$ cat src/rtl/tsw_fifo.sv
// tsw_fifo: small register fifo, head item visible combinationally
// no dependencies
module tsw_fifo #(
  parameter int WIDTH = 8,
  parameter int DEPTH = 4
) (
  input  logic             clk,
  input  logic             rst_n,
  input  logic             push,
  input  logic [WIDTH-1:0] push_data,
  input  logic             pop,
  output logic [WIDTH-1:0] head,
  output logic             full,
  output logic             empty
);
  localparam int PW = (DEPTH > 1) ? $clog2(DEPTH) : 1;

  logic [WIDTH-1:0] mem_r [DEPTH];
  logic [PW-1:0]    wp_r, wp_nxt, rp_r, rp_nxt;
  logic [PW:0]      cnt_r, cnt_nxt;

  assign full  = (cnt_r == (PW+1)'(DEPTH));
  assign empty = (cnt_r == '0);
  assign head  = mem_r[rp_r];

  always_comb begin
    wp_nxt  = wp_r;
    rp_nxt  = rp_r;
    cnt_nxt = cnt_r;
    if (push) begin
      wp_nxt = (wp_r == PW'(DEPTH - 1)) ? '0 : wp_r + 1'b1;
    end
    if (pop) begin
      rp_nxt = (rp_r == PW'(DEPTH - 1)) ? '0 : rp_r + 1'b1;
    end
    if (push && !pop) begin
      cnt_nxt = cnt_r + 1'b1;
    end else if (pop && !push) begin
      cnt_nxt = cnt_r - 1'b1;
    end
  end

  always_ff @(posedge clk) begin
    if (!rst_n) begin
      wp_r  <= '0;
      rp_r  <= '0;
      cnt_r <= '0;
    end else begin
      wp_r  <= wp_nxt;
      rp_r  <= rp_nxt;
      cnt_r <= cnt_nxt;
    end
  end

  always_ff @(posedge clk) begin
    if (push) begin
      mem_r[wp_r] <= push_data;
    end
  end
endmodule

$ cat config.mk
export PLATFORM = sky130hd
export DESIGN_NAME = tsw_fifo
export DESIGN_NICKNAME = d
export VERILOG_FILES = /design/src/rtl/tsw_fifo.sv
export SDC_FILE = /design/constraint.sdc
export NUM_CORES = 1
export LEC_CHECK = 0
export BUFFER_PORTS_ARGS = -buffer_cell sky130_fd_sc_hd__buf_2
export CORE_MARGIN = 2
export CORE_UTILIZATION = 55
export DETAILED_ROUTE_END_ITERATION = 10
export MAX_ROUTING_LAYER = met4
export PLACE_DENSITY_LB_ADDON = 0.3
export SLEW_MARGIN = 10
export SYNTH_ARGS = -nofsm -noshare
export SYNTH_HDL_FRONTEND = slang
export SYNTH_SLANG_ARGS = --single-unit
$ cat constraint.sdc
create_clock -name clk -period 2.35 [get_ports clk]
set_clock_uncertainty 0.15 [all_clocks]
set_input_delay 0.3525 -clock clk [delete_from_list [all_inputs] [get_ports clk]]
set_output_delay 0.3525 -clock clk [all_outputs]
set_load 0.005 [all_outputs]
==> flow_summary.toml <==
[min_path]
hold_path.class = "in2reg"

[floorplan]
fp.dieArea_sq_um = 3390
io_pins = 22
die_x_um = 58.2
initial_core_util = 0.581
core.rowCount = 19
die_h_um = 58.2
coreArea_sq_um = 2780

[clocking]
number_of_setup_buffers_added_after_cts = 0
clock_sink_count = 41
ctsHoldBuffers = 0
clk_path_buf_depth = 2
cts_made_buffers = 5
cts-resized-gates = 0
cts_root_buffer = "sky130_fd_sc_hd__clkbuf_4"
cts.reportedPaths.clkPinSlew_ns = 0.11
worst_skew_pair.late_latency_ns = 0.34
cts_max_level = 2
cts_tree = "yes"

[yosys]
netlist_area_sq_um = 1620
synth_seq_area_share = 0.706
ys_warn_count = 0
synth_cell_type_count = 20
synth_top_cells_by_count = "sky130_fd_sc_hd__edfxtp_1, sky130_fd_sc_hd__dfxtp_1, sky130_fd_sc_hd__mux4_2"
gate_count_post_synth = 86
synth_async_sr_flop_share = 0
synth_top_cell_by_area = "sky130_fd_sc_hd__edfxtp_1"
synth.most_common_cell = "sky130_fd_sc_hd__edfxtp_1"
synthDominantCellAreaShare = 0.595
synth_edf_count = 32
register_bit_count_reported_by_yosys = 41
synthFlopType = "sky130_fd_sc_hd__edfxtp_1"
postSynthNetCount = 105
top_area_cells_in_the_synthesized_netlist = "sky130_fd_sc_hd__edfxtp_1, sky130_fd_sc_hd__dfxtp_1, sky130_fd_sc_hd__mux4_2"
avgSynthCellArea_sq_um = 18.8

[drt]
drt_pre_antenna_iters = 4
detail_route.iter0.violations = 9
total_via_count_after_detailed_routing = 795
drc = 0
route.antenna.remaining_nets = 0
routed_via_density = 5.48
wl_per_cell_um = 15.9
wirelength_um = 2300

[final_layout]
fin_area_sq_um = 1800
areaGrowthSynthToFinish_pct = 11.5
final_layout_size_suffix_gt1_frac = 0.316
finalNetCount = 132
num_antenna_cells = 0
final.fill_count = 196

[timing]
fmaxAchievable_mhz = 491
rsz0062_at_grt = "false"
final_critical_path_time_including_i_o_delays_and_setup_ns = 2.04
setup_viol = 0
tightest_slew_ns = 0.463
fin_setup_tns_ns = 0
final.period_utilization = 0.867
slew_viol_final = 0
relSlewSlack = 0.692
final-hold-violation-count = 0

[power_and_ir_drop]
power_density_nw_per_um2 = 735
ir_drop_uv = 525
power_leakage_nw = 0.667
power.total_mw = 1.32

[global_routing]
grt_max_degree = 13
global_route_wire_length_before_repair_um = 3750
grt_util_all_layers = 0.170
initial_antenna_violation_count = 0
globalRouteOverflowTotal = 0
grt_pass1_vias = 826

[run_status]
status = "completed"

[flow_run]
maxCapViolations = 0

[placement]
dp.final_hpwl_um = 1630
final_weighted_congestion_of_routability_driven_global_placement = 0.701
place_area_sq_um = 1750
port-buffer-count = 21

[critical_path]
worst_ep_required_time_ns = 1.85
cp_slowest_stage_delay_ns = 0.52
critical_path.endpoint_type = "primary output"
setup.worst_path.class = "reg2out"
crit_path_cell_trace = "buf_4, mux4_2, buf_2"
crit_path_arrival_time_ns = 1.53
setup.worst_path.start_class = "flop"
critical_path.max_fanout = 8
crit_path_top_delay_cell = "sky130_fd_sc_hd__mux4_2"
## placed cells by master (no fill, tap or decap), drive strengths merged
cell	instances
a21boi	1
and2	5
buf	22
clkbuf	5
clkinv	3
dfxtp	9
edfxtp	32
fa	1
ha	6
inv	4
mux2i	4
mux4	8
nor2	1
nor2b	5
nor3	2
nor3b	1
o21a	1
o21ai	1
or3	1
xnor2	1
xor2	1
## power by group
group | total [mW] | switching [mW] | internal [mW]
logic | 0.156 | 0.0712 | 0.0845
clock network | 0.318 | 0.210 | 0.108
registers | 0.850 | 0.0255 | 0.824
total | 1.32 | 0.307 | 1.02
## final timing paths
| path | cells after the start | slack (ns) | end | start |
|---|---|---|---|---|
| min reg2reg | 2 | 0.37 | cnt_r[2] | cnt_r[2] |
| max reg2reg | 4 | 0.71 | cnt_r[2] | cnt_r[0] |
| max | 3 | 0.31 | head[1] | flop |
| min | 1 | 0.06 | mem_r[3][1] | push_data[1] |
## final cells by class
class	instances	area, sq um	share of cell area
sequential	41	1140	0.634
multi-input combinational	39	443	0.246
tap	31	38.8	0.0215
inverter	4	15.0	0.00834
clock buffer	5	37.5	0.0208
timing repair buffer	22	113	0.0625
clock inverter	3	12.5	0.00695
## cells by family after synthesis
logic type | after synthesis | share of synthesized area
AO/OA/AOI/OAI | 3 | 0.0124
buffers and inverters | 6 | 0.0194
flip-flops | 41 | 0.706
AND/OR/NAND/NOR | 15 | 0.0558
XOR/XNOR | 2 | 0.0108
multiplexers | 12 | 0.136
adder cells (fa/ha/maj) | 7 | 0.0589
## stage by stage
stage | utilization | hold slack [ns] | setup slack (ns) | instances
2_1_floorplan | - | 0.301 | 0.585 | 86
3_3_place_gp | 0.629 | 0.324 | 0.416 | 137
3_5_place_dp | 0.629 | 0.351 | 0.357 | 137
4_1_cts | 0.647 | 0.0453 | 0.280 | 145
5_1_grt | 0.647 | 0.0425 | 0.228 | 145
6_report | 0.647 | 0.0607 | 0.313 | 145
## flip-flops by register name (all words and copies together), names as in the netlist, named ones only
| register | cells |
|---|---|
| mem_r | 32 |
| wp_r | 2 |
| cnt_r | 3 |
| rp_r | 2 |
## critical path: cells and delay by family (launching register included)
kind	cells	cell delay, ns
flip-flops	1	0.32
buffers and inverters	2	0.34
multiplexers	1	0.52
## per-layer routing
layer | wire length, um | GRT usage
met1 | 1010 | 0.195
met2 | 1110 | 0.260
met3 | 135 | 0.0469
met4 | 48 | 0.120
met5 | 0 | -
No activity file was read; power rests on OpenSTA's default activity.
