File: config.mk
export PLATFORM = sky130hd
export DESIGN_NAME = tsw_front
export DESIGN_NICKNAME = d
export VERILOG_FILES = /design/src/rtl/tsw_pkg.sv /design/src/rtl/tsw_front.sv
export SDC_FILE = /design/constraint.sdc
export NUM_CORES = 1
export LEC_CHECK = 0
export ABC_AREA = 1
export BUFFER_PORTS_ARGS = -buffer_cell sky130_fd_sc_hd__buf_2
export CAP_MARGIN = 20
export CORE_ASPECT_RATIO = 1.25
export CORE_MARGIN = 4
export CORE_UTILIZATION = 45
export DETAILED_ROUTE_END_ITERATION = 8
export GPL_ROUTABILITY_DRIVEN = 0
export MAX_ROUTING_LAYER = met4
export PLACE_DENSITY = 0.85
export SLEW_MARGIN = 20
export SYNTH_ARGS = -nofsm -noshare
export SYNTH_HDL_FRONTEND = slang
export SYNTH_SLANG_ARGS = --single-unit
File: constraint.sdc
create_clock -name clk -period 1.7 [get_ports clk]
set_input_delay 0.085 -clock clk [delete_from_list [all_inputs] [get_ports clk]]
set_output_delay 0.085 -clock clk [all_outputs]
set_load 0.05 [all_outputs]
File: src/rtl/tsw_pkg.sv
// tsw_pkg: shared codes for the wrap-mode texture sampler
// item function codes and configuration register indexes
// no dependencies
package tsw_pkg;

  localparam logic [1:0] FUNC_LOAD     = 2'd0;
  localparam logic [1:0] FUNC_NEAREST  = 2'd1;
  localparam logic [1:0] FUNC_BILINEAR = 2'd2;

  localparam logic [1:0] REG_TEX_WIDTH  = 2'd0;
  localparam logic [1:0] REG_TEX_HEIGHT = 2'd1;

  localparam int SIZE_W  = 9;
  localparam int TEXEL_W = 24;

endpackage

File: src/rtl/tsw_front.sv
// tsw_front: accepts items, wraps coordinates, builds texel addresses and weights
// depends on tsw_pkg; feeds the op queue read by tsw_back
module tsw_front #(
  parameter int TEXEL_DEPTH     = 65536,
  parameter int COORD_FRAC_BITS = 16,
  parameter int QW              = 8
) (
  input  logic                          clk,
  input  logic                          rst_n,
  input  logic [tsw_pkg::SIZE_W-1:0]    size_w,
  input  logic [tsw_pkg::SIZE_W-1:0]    size_h,
  input  logic                          in_valid,
  output logic                          in_ready,
  input  logic [1:0]                    in_func,
  input  logic [15:0]                   in_index,
  input  logic [tsw_pkg::TEXEL_W-1:0]   in_rgb,
  input  logic [COORD_FRAC_BITS-1:0]    in_fs,
  input  logic [COORD_FRAC_BITS-1:0]    in_ft,
  output logic                          q_push,
  output logic [QW-1:0]                 q_data,
  input  logic                          q_full
);
  import tsw_pkg::*;

  localparam int F   = COORD_FRAC_BITS;
  localparam int AW  = (TEXEL_DEPTH > 1) ? $clog2(TEXEL_DEPTH) : 1;
  localparam int WW  = 2 * F + 1;
  localparam int VW  = 2 * SIZE_W;
  localparam int PS  = F + SIZE_W + 1;
  localparam int RCP_V = (2 ** VW) / TEXEL_DEPTH;
  localparam int DC_V  = (TEXEL_DEPTH < (2 ** VW)) ? TEXEL_DEPTH : (2 ** VW);
  localparam logic [VW:0]   RCP  = (VW+1)'(RCP_V);
  localparam logic [VW:0]   DC   = (VW+1)'(DC_V);
  localparam logic [PS-1:0] HALF = PS'(1) << (F - 1);
  localparam logic [F:0]    ONE  = (F+1)'(1) << F;
  localparam logic [WW-1:0] ONE2 = WW'(1) << (2 * F);

  typedef struct packed {
    logic [1:0]              kind;
    logic [3:0][AW-1:0]      addr;
    logic [3:0][WW-1:0]      wt;
    logic [TEXEL_W-1:0]      rgb;
  } qent_t;

  logic adv;
  logic v1_r, v2_r, v3_r, v4_r, v5_r, v6_r, v7_r;

  // stage 1: registered item
  logic [1:0]          f1_r;
  logic [15:0]         idx1_r;
  logic [TEXEL_W-1:0]  rgb1_r;
  logic [F-1:0]        fs1_r, ft1_r;
  logic [SIZE_W-1:0]   w1_r, h1_r;
  // stage 2: scaled coordinates
  logic [1:0]          f2_r;
  logic [15:0]         idx2_r;
  logic [TEXEL_W-1:0]  rgb2_r;
  logic [SIZE_W-1:0]   w2_r, h2_r;
  logic [PS-1:0]       ps2_r, pt2_r;
  // stage 3: wrapped indexes and fractions
  logic [1:0]          f3_r;
  logic [15:0]         idx3_r;
  logic [TEXEL_W-1:0]  rgb3_r;
  logic [SIZE_W-1:0]   w3_r, x03_r, x13_r, y03_r, y13_r;
  logic [F-1:0]        a3_r, b3_r;
  logic [SIZE_W:0]     is2, it2;
  logic [SIZE_W-1:0]   x1c, y1c, x0c, y0c;
  // stage 4: weights and row bases
  logic [1:0]          f4_r;
  logic [15:0]         idx4_r;
  logic [TEXEL_W-1:0]  rgb4_r;
  logic [SIZE_W-1:0]   x04_r, x14_r;
  logic [VW-1:0]       row04_r, row14_r;
  logic [3:0][WW-1:0]  wt4_r;
  logic [F:0]          oma, omb;
  // stage 5..7: address reduction
  logic [1:0]          f5_r, f6_r, f7_r;
  logic [TEXEL_W-1:0]  rgb5_r, rgb6_r, rgb7_r;
  logic [3:0][WW-1:0]  wt5_r, wt6_r, wt7_r;
  logic [3:0][VW-1:0]  addr5_r, addr6_r, q6_r, r7_r;
  logic [3:0][VW-1:0]  v5c;
  logic [WW-1:0]       wt0c;
  logic [2*VW:0]       qprod [4];
  logic [2*VW:0]       pprod [4];
  qent_t               ent;

  assign adv      = !(v7_r && q_full);
  assign in_ready = adv;
  assign q_push   = v7_r && !q_full;

  always_ff @(posedge clk) begin
    if (!rst_n) begin
      {v1_r, v2_r, v3_r, v4_r, v5_r, v6_r, v7_r} <= '0;
    end else if (adv) begin
      // unused function code is dropped here
      v1_r <= in_valid && (in_func == FUNC_LOAD || in_func == FUNC_NEAREST ||
                           in_func == FUNC_BILINEAR);
      v2_r <= v1_r;
      v3_r <= v2_r;
      v4_r <= v3_r;
      v5_r <= v4_r;
      v6_r <= v5_r;
      v7_r <= v6_r;
    end
  end

  always_comb begin
    is2 = ps2_r[F +: SIZE_W+1];
    it2 = pt2_r[F +: SIZE_W+1];
    x1c = (is2 >= {1'b0, w2_r}) ? SIZE_W'(is2 - {1'b0, w2_r}) : is2[SIZE_W-1:0];
    y1c = (it2 >= {1'b0, h2_r}) ? SIZE_W'(it2 - {1'b0, h2_r}) : it2[SIZE_W-1:0];
    x0c = (x1c == '0) ? w2_r - 1'b1 : x1c - 1'b1;
    y0c = (y1c == '0) ? h2_r - 1'b1 : y1c - 1'b1;
    oma = ONE - {1'b0, a3_r};
    omb = ONE - {1'b0, b3_r};
  end

  always_comb begin
    wt0c = wt4_r[0];
    v5c  = '0;
    unique case (f4_r)
      FUNC_LOAD: begin
        v5c[0] = VW'(idx4_r);
      end
      FUNC_NEAREST: begin
        v5c[0] = row14_r + VW'(x14_r);
        wt0c   = ONE2;
      end
      default: begin
        v5c[0] = row04_r + VW'(x04_r);
        v5c[1] = row04_r + VW'(x14_r);
        v5c[2] = row14_r + VW'(x04_r);
        v5c[3] = row14_r + VW'(x14_r);
      end
    endcase
  end

  always_comb begin
    for (int k = 0; k < 4; k++) begin
      qprod[k] = (2*VW+1)'(addr5_r[k]) * (2*VW+1)'(RCP);
      pprod[k] = (2*VW+1)'(q6_r[k]) * (2*VW+1)'(DC);
    end
  end

  always_comb begin
    ent.kind = f7_r;
    ent.wt   = wt7_r;
    ent.rgb  = rgb7_r;
    for (int k = 0; k < 4; k++) begin
      // remainder is below twice the depth, one correction
      ent.addr[k] = ({1'b0, r7_r[k]} >= DC) ? AW'({1'b0, r7_r[k]} - DC) : AW'(r7_r[k]);
    end
  end

  assign q_data = QW'(ent);

  always_ff @(posedge clk) begin
    if (adv) begin
      f1_r   <= in_func;
      idx1_r <= in_index;
      rgb1_r <= in_rgb;
      fs1_r  <= in_fs;
      ft1_r  <= in_ft;
      w1_r   <= size_w;
      h1_r   <= size_h;

      f2_r   <= f1_r;
      idx2_r <= idx1_r;
      rgb2_r <= rgb1_r;
      w2_r   <= w1_r;
      h2_r   <= h1_r;
      ps2_r  <= PS'(w1_r) * PS'(fs1_r) + HALF;
      pt2_r  <= PS'(h1_r) * PS'(ft1_r) + HALF;

      f3_r   <= f2_r;
      idx3_r <= idx2_r;
      rgb3_r <= rgb2_r;
      w3_r   <= w2_r;
      x03_r  <= x0c;
      x13_r  <= x1c;
      y03_r  <= y0c;
      y13_r  <= y1c;
      a3_r   <= ps2_r[F-1:0];
      b3_r   <= pt2_r[F-1:0];

      f4_r    <= f3_r;
      idx4_r  <= idx3_r;
      rgb4_r  <= rgb3_r;
      x04_r   <= x03_r;
      x14_r   <= x13_r;
      row04_r <= VW'(y03_r) * VW'(w3_r);
      row14_r <= VW'(y13_r) * VW'(w3_r);
      wt4_r[0] <= WW'(oma * omb);
      wt4_r[1] <= WW'({1'b0, a3_r} * omb);
      wt4_r[2] <= WW'(oma * {1'b0, b3_r});
      wt4_r[3] <= WW'({1'b0, a3_r} * {1'b0, b3_r});

      f5_r    <= f4_r;
      rgb5_r  <= rgb4_r;
      addr5_r <= v5c;
      wt5_r   <= {wt4_r[3:1], wt0c};

      f6_r    <= f5_r;
      rgb6_r  <= rgb5_r;
      wt6_r   <= wt5_r;
      addr6_r <= addr5_r;
      for (int k = 0; k < 4; k++) begin
        q6_r[k] <= qprod[k][VW +: VW];
      end

      f7_r   <= f6_r;
      rgb7_r <= rgb6_r;
      wt7_r  <= wt6_r;
      for (int k = 0; k < 4; k++) begin
        r7_r[k] <= addr6_r[k] - pprod[k][VW-1:0];
      end
    end
  end
endmodule

==> results.md <==
* Die ar. at 5549 sq um
* Final Power at 0.003197 W
* Routed WL per cell at 12.29 um
* H-tree Lvls at 3
* Power density cells at roughly 1300 nW/um^2
* Worst flop-to-flop path startpoint: v7_r
* Antenna Cells at 0
* Initial DRC Count at 96
* Area Growth Syn to Fin at 23.05%
* Vias at 894
* Worst EP arrival at 1.30 ns
* Leakage at 0.9243 nW
* Vias in the first global route at between 800 and 900
* CP max FO at 8
* Tmin final at 1.382 ns
* Clk slew on worst S/H paths at 0.06 ns
* Root buf cell: clkbuf_8
* Rows at 26
* Cell taking the most area after synthesis: edfxtp_1
* Post-route clock period utilization at 0.8132
* Hold Crit Start: in_valid
* Clk buf depth at 2
* Placed Cells at 170
* Cells on worst reg2reg path at 3
* Mapped Area at roughly 2000 sq um
* Nets at 230
* Aggregate global-route resource usage at 0.1104
* Total Wirelength at about 2.4 mm
* Post-CTS sizing at 0
* Largest net degree at the start of global routing at 65
* Library cells used by synthesis at 11
* TritonRoute pass-1 iters at 4
* Die height at around 82 um
* Clock tree sinks at 63
* Final hold viol count at 0
* # setup viols final at 0
* Clock Latency Late Sink at roughly 0.32 ns
* HPWL Detailed at roughly 1.4 mm
* Synth top area share at 0.8463
* Hold depth at 5
* Sequential share of the synthesized area at 0.9169
* Worst setup SP type: flip-flop
* Slew margin rel. at 0.7051
* FF+latch count, synth at 63
* ANT nets after route at 0
* Final cell count without fillers at 195
* Synthesis Warnings at 0
* First-pass GRT wire length at 4.050 mm
* I/O pin cnt at 106
* Vias per cell at around 4.6
* Final worst clock skew at 0.006415 ns
* Critical path class: reg -> out
* Syn_nets at about 190
* Syn avg cell area at between 20 and 25 sq um
* Max_cap viols at 0
* VDD IR max at 1.124 mV
* Initial Utilization at 0.4772
* Inserted Clock Buffers at 9
* Mapped Cells at 93
* Unrepaired setup endpoints after global routing: false
* Worst setup startpoint: v7_r
* Worst hold path class: in -> reg
* Core area at 4164 sq um
* Kind of end point of the critical path: primary output
* Port Buffers at 23
* CTS tree: built
* Status: completed
* Least-Margin Pin Slew at ~0.44 ns
* Top post-synthesis cells by area: edfxtp_1, dfxtp_1, nand2_1
* # DRC at 0
* Die W at 67.43 um
* Sum Neg Setup Slack at 0 ns
* Initial antenna violation count at 0
* Max-slew violation count at 0
* Critical Path RT at around 1.6 ns
* Fmax achieved at 723.4 MHz
* Overflow left after global routing at 0
* Share of cells above drive strength 1 at 0.2806
-- Yosys cell counts --
| cell | instances |
|---|---|
| inv_1 | 4 |
| o21ai_2 | 1 |
| nand3_1 | 5 |
| nand2_1 | 9 |
| edfxtp_1 | 56 |
| a21oi_1 | 6 |
| nand2_8 | 1 |
| nor2_1 | 1 |
| nor2_2 | 1 |
| dfxtp_1 | 7 |
| buf_6 | 2 |
-- area by class of cell --
class	instances	area [sq um]
fill	342	1719
tap	56	70.07
timing repair buffer	32	205.2
inverter	4	15.01
clock buffer	12	135.1
sequential	63	1822
clock inverter	4	70.07
multi-input combinational	24	127.6
-- report_power, final --
group / internal [W] / switching [W]
Sequential: 0.00176 / 0.0000216
Clock: 0.000822 / 0.000497
Combinational: 0.0000353 / 0.0000604
Total: 0.00262 / 0.000579
-- cell usage in the layout, fill, tap and decap left out --
cell,n
edfxtp_1,56
buf_2,23
nand2_1,9
clkbuf_8,9
dlygate4sd3_1,9
dfxtp_1,7
a21oi_1,6
nand3_1,5
inv_1,4
clkbuf_1,3
clkinv_2,2
bufinv_16,2
nor2_1,1
nand2_8,1
o21ai_2,1
nor2_2,1
-- routing by layer --
layer  share of wire  GRT usage  vias to the layer above
li1                -          -                      429
met4           0.018    0.06694                        0
met3           0.086    0.06089                        7
met2            0.49     0.1593                       45
met5               0          -                        -
met1            0.41     0.1180                      413
-- worst max-delay path, cell delays in order (launching register included) --
cell     delay, ns
dfxtp_1       0.55
inv_1         0.07
nor2_1        0.09
buf_2         0.26
-- worst paths after layout --
kind               endpoint  slack, ns
setup reg to reg       v1_r       0.39
hold / removal         v1_r       0.07
setup / recovery     q_push       0.32
hold reg to reg   rgb5_r[3]       0.42
-- kinds of logic (layout without fill, tap and decap cells) --
| family | after synthesis | in the layout | share of synthesized area |
|---|---|---|---|
| AO/OA/AOI/OAI | 7 | 7 | 0.01952 |
| buffers and inverters | 6 | 52 | 0.01889 |
| flip-flops | 63 | 63 | 0.9169 |
| AND/OR/NAND/NOR | 17 | 17 | 0.04471 |
-- through the flow --
stage / hold WS (ns) / utilization / area [sq um] / worst slack, ns
2_1_floorplan: 0.1839 / - / 1987 / 0.4928
3_5_place_dp: 0.2642 / 0.5162 / 2150 / 0.3854
6_report: 0.07082 / 0.5871 / 2445 / 0.3176
5_1_grt: 0.07962 / 0.5871 / 2445 / 0.1576
3_3_place_gp: 0.2624 / 0.5162 / 2150 / 0.4787
4_1_cts: 0.05389 / 0.5871 / 2445 / 0.2826
-- repair_timing --
item                                    in CTS  in global routing
endpoints found under the setup margin       0                  0
buffers inserted                             0                  0
hold endpoints to repair                     9                  0
hold buffers                                 9                  0
-- registers in the layout, indices dropped and copies added, names as in the netlist, 8 cells and up --
| name | flops |
|---|---|
| rgb1_r | 8 |
| rgb2_r | 8 |
| rgb3_r | 8 |
| rgb4_r | 8 |
| rgb5_r | 8 |
| rgb6_r | 8 |
| rgb7_r | 8 |
Note: power is estimated with default switching activity, not from simulation.
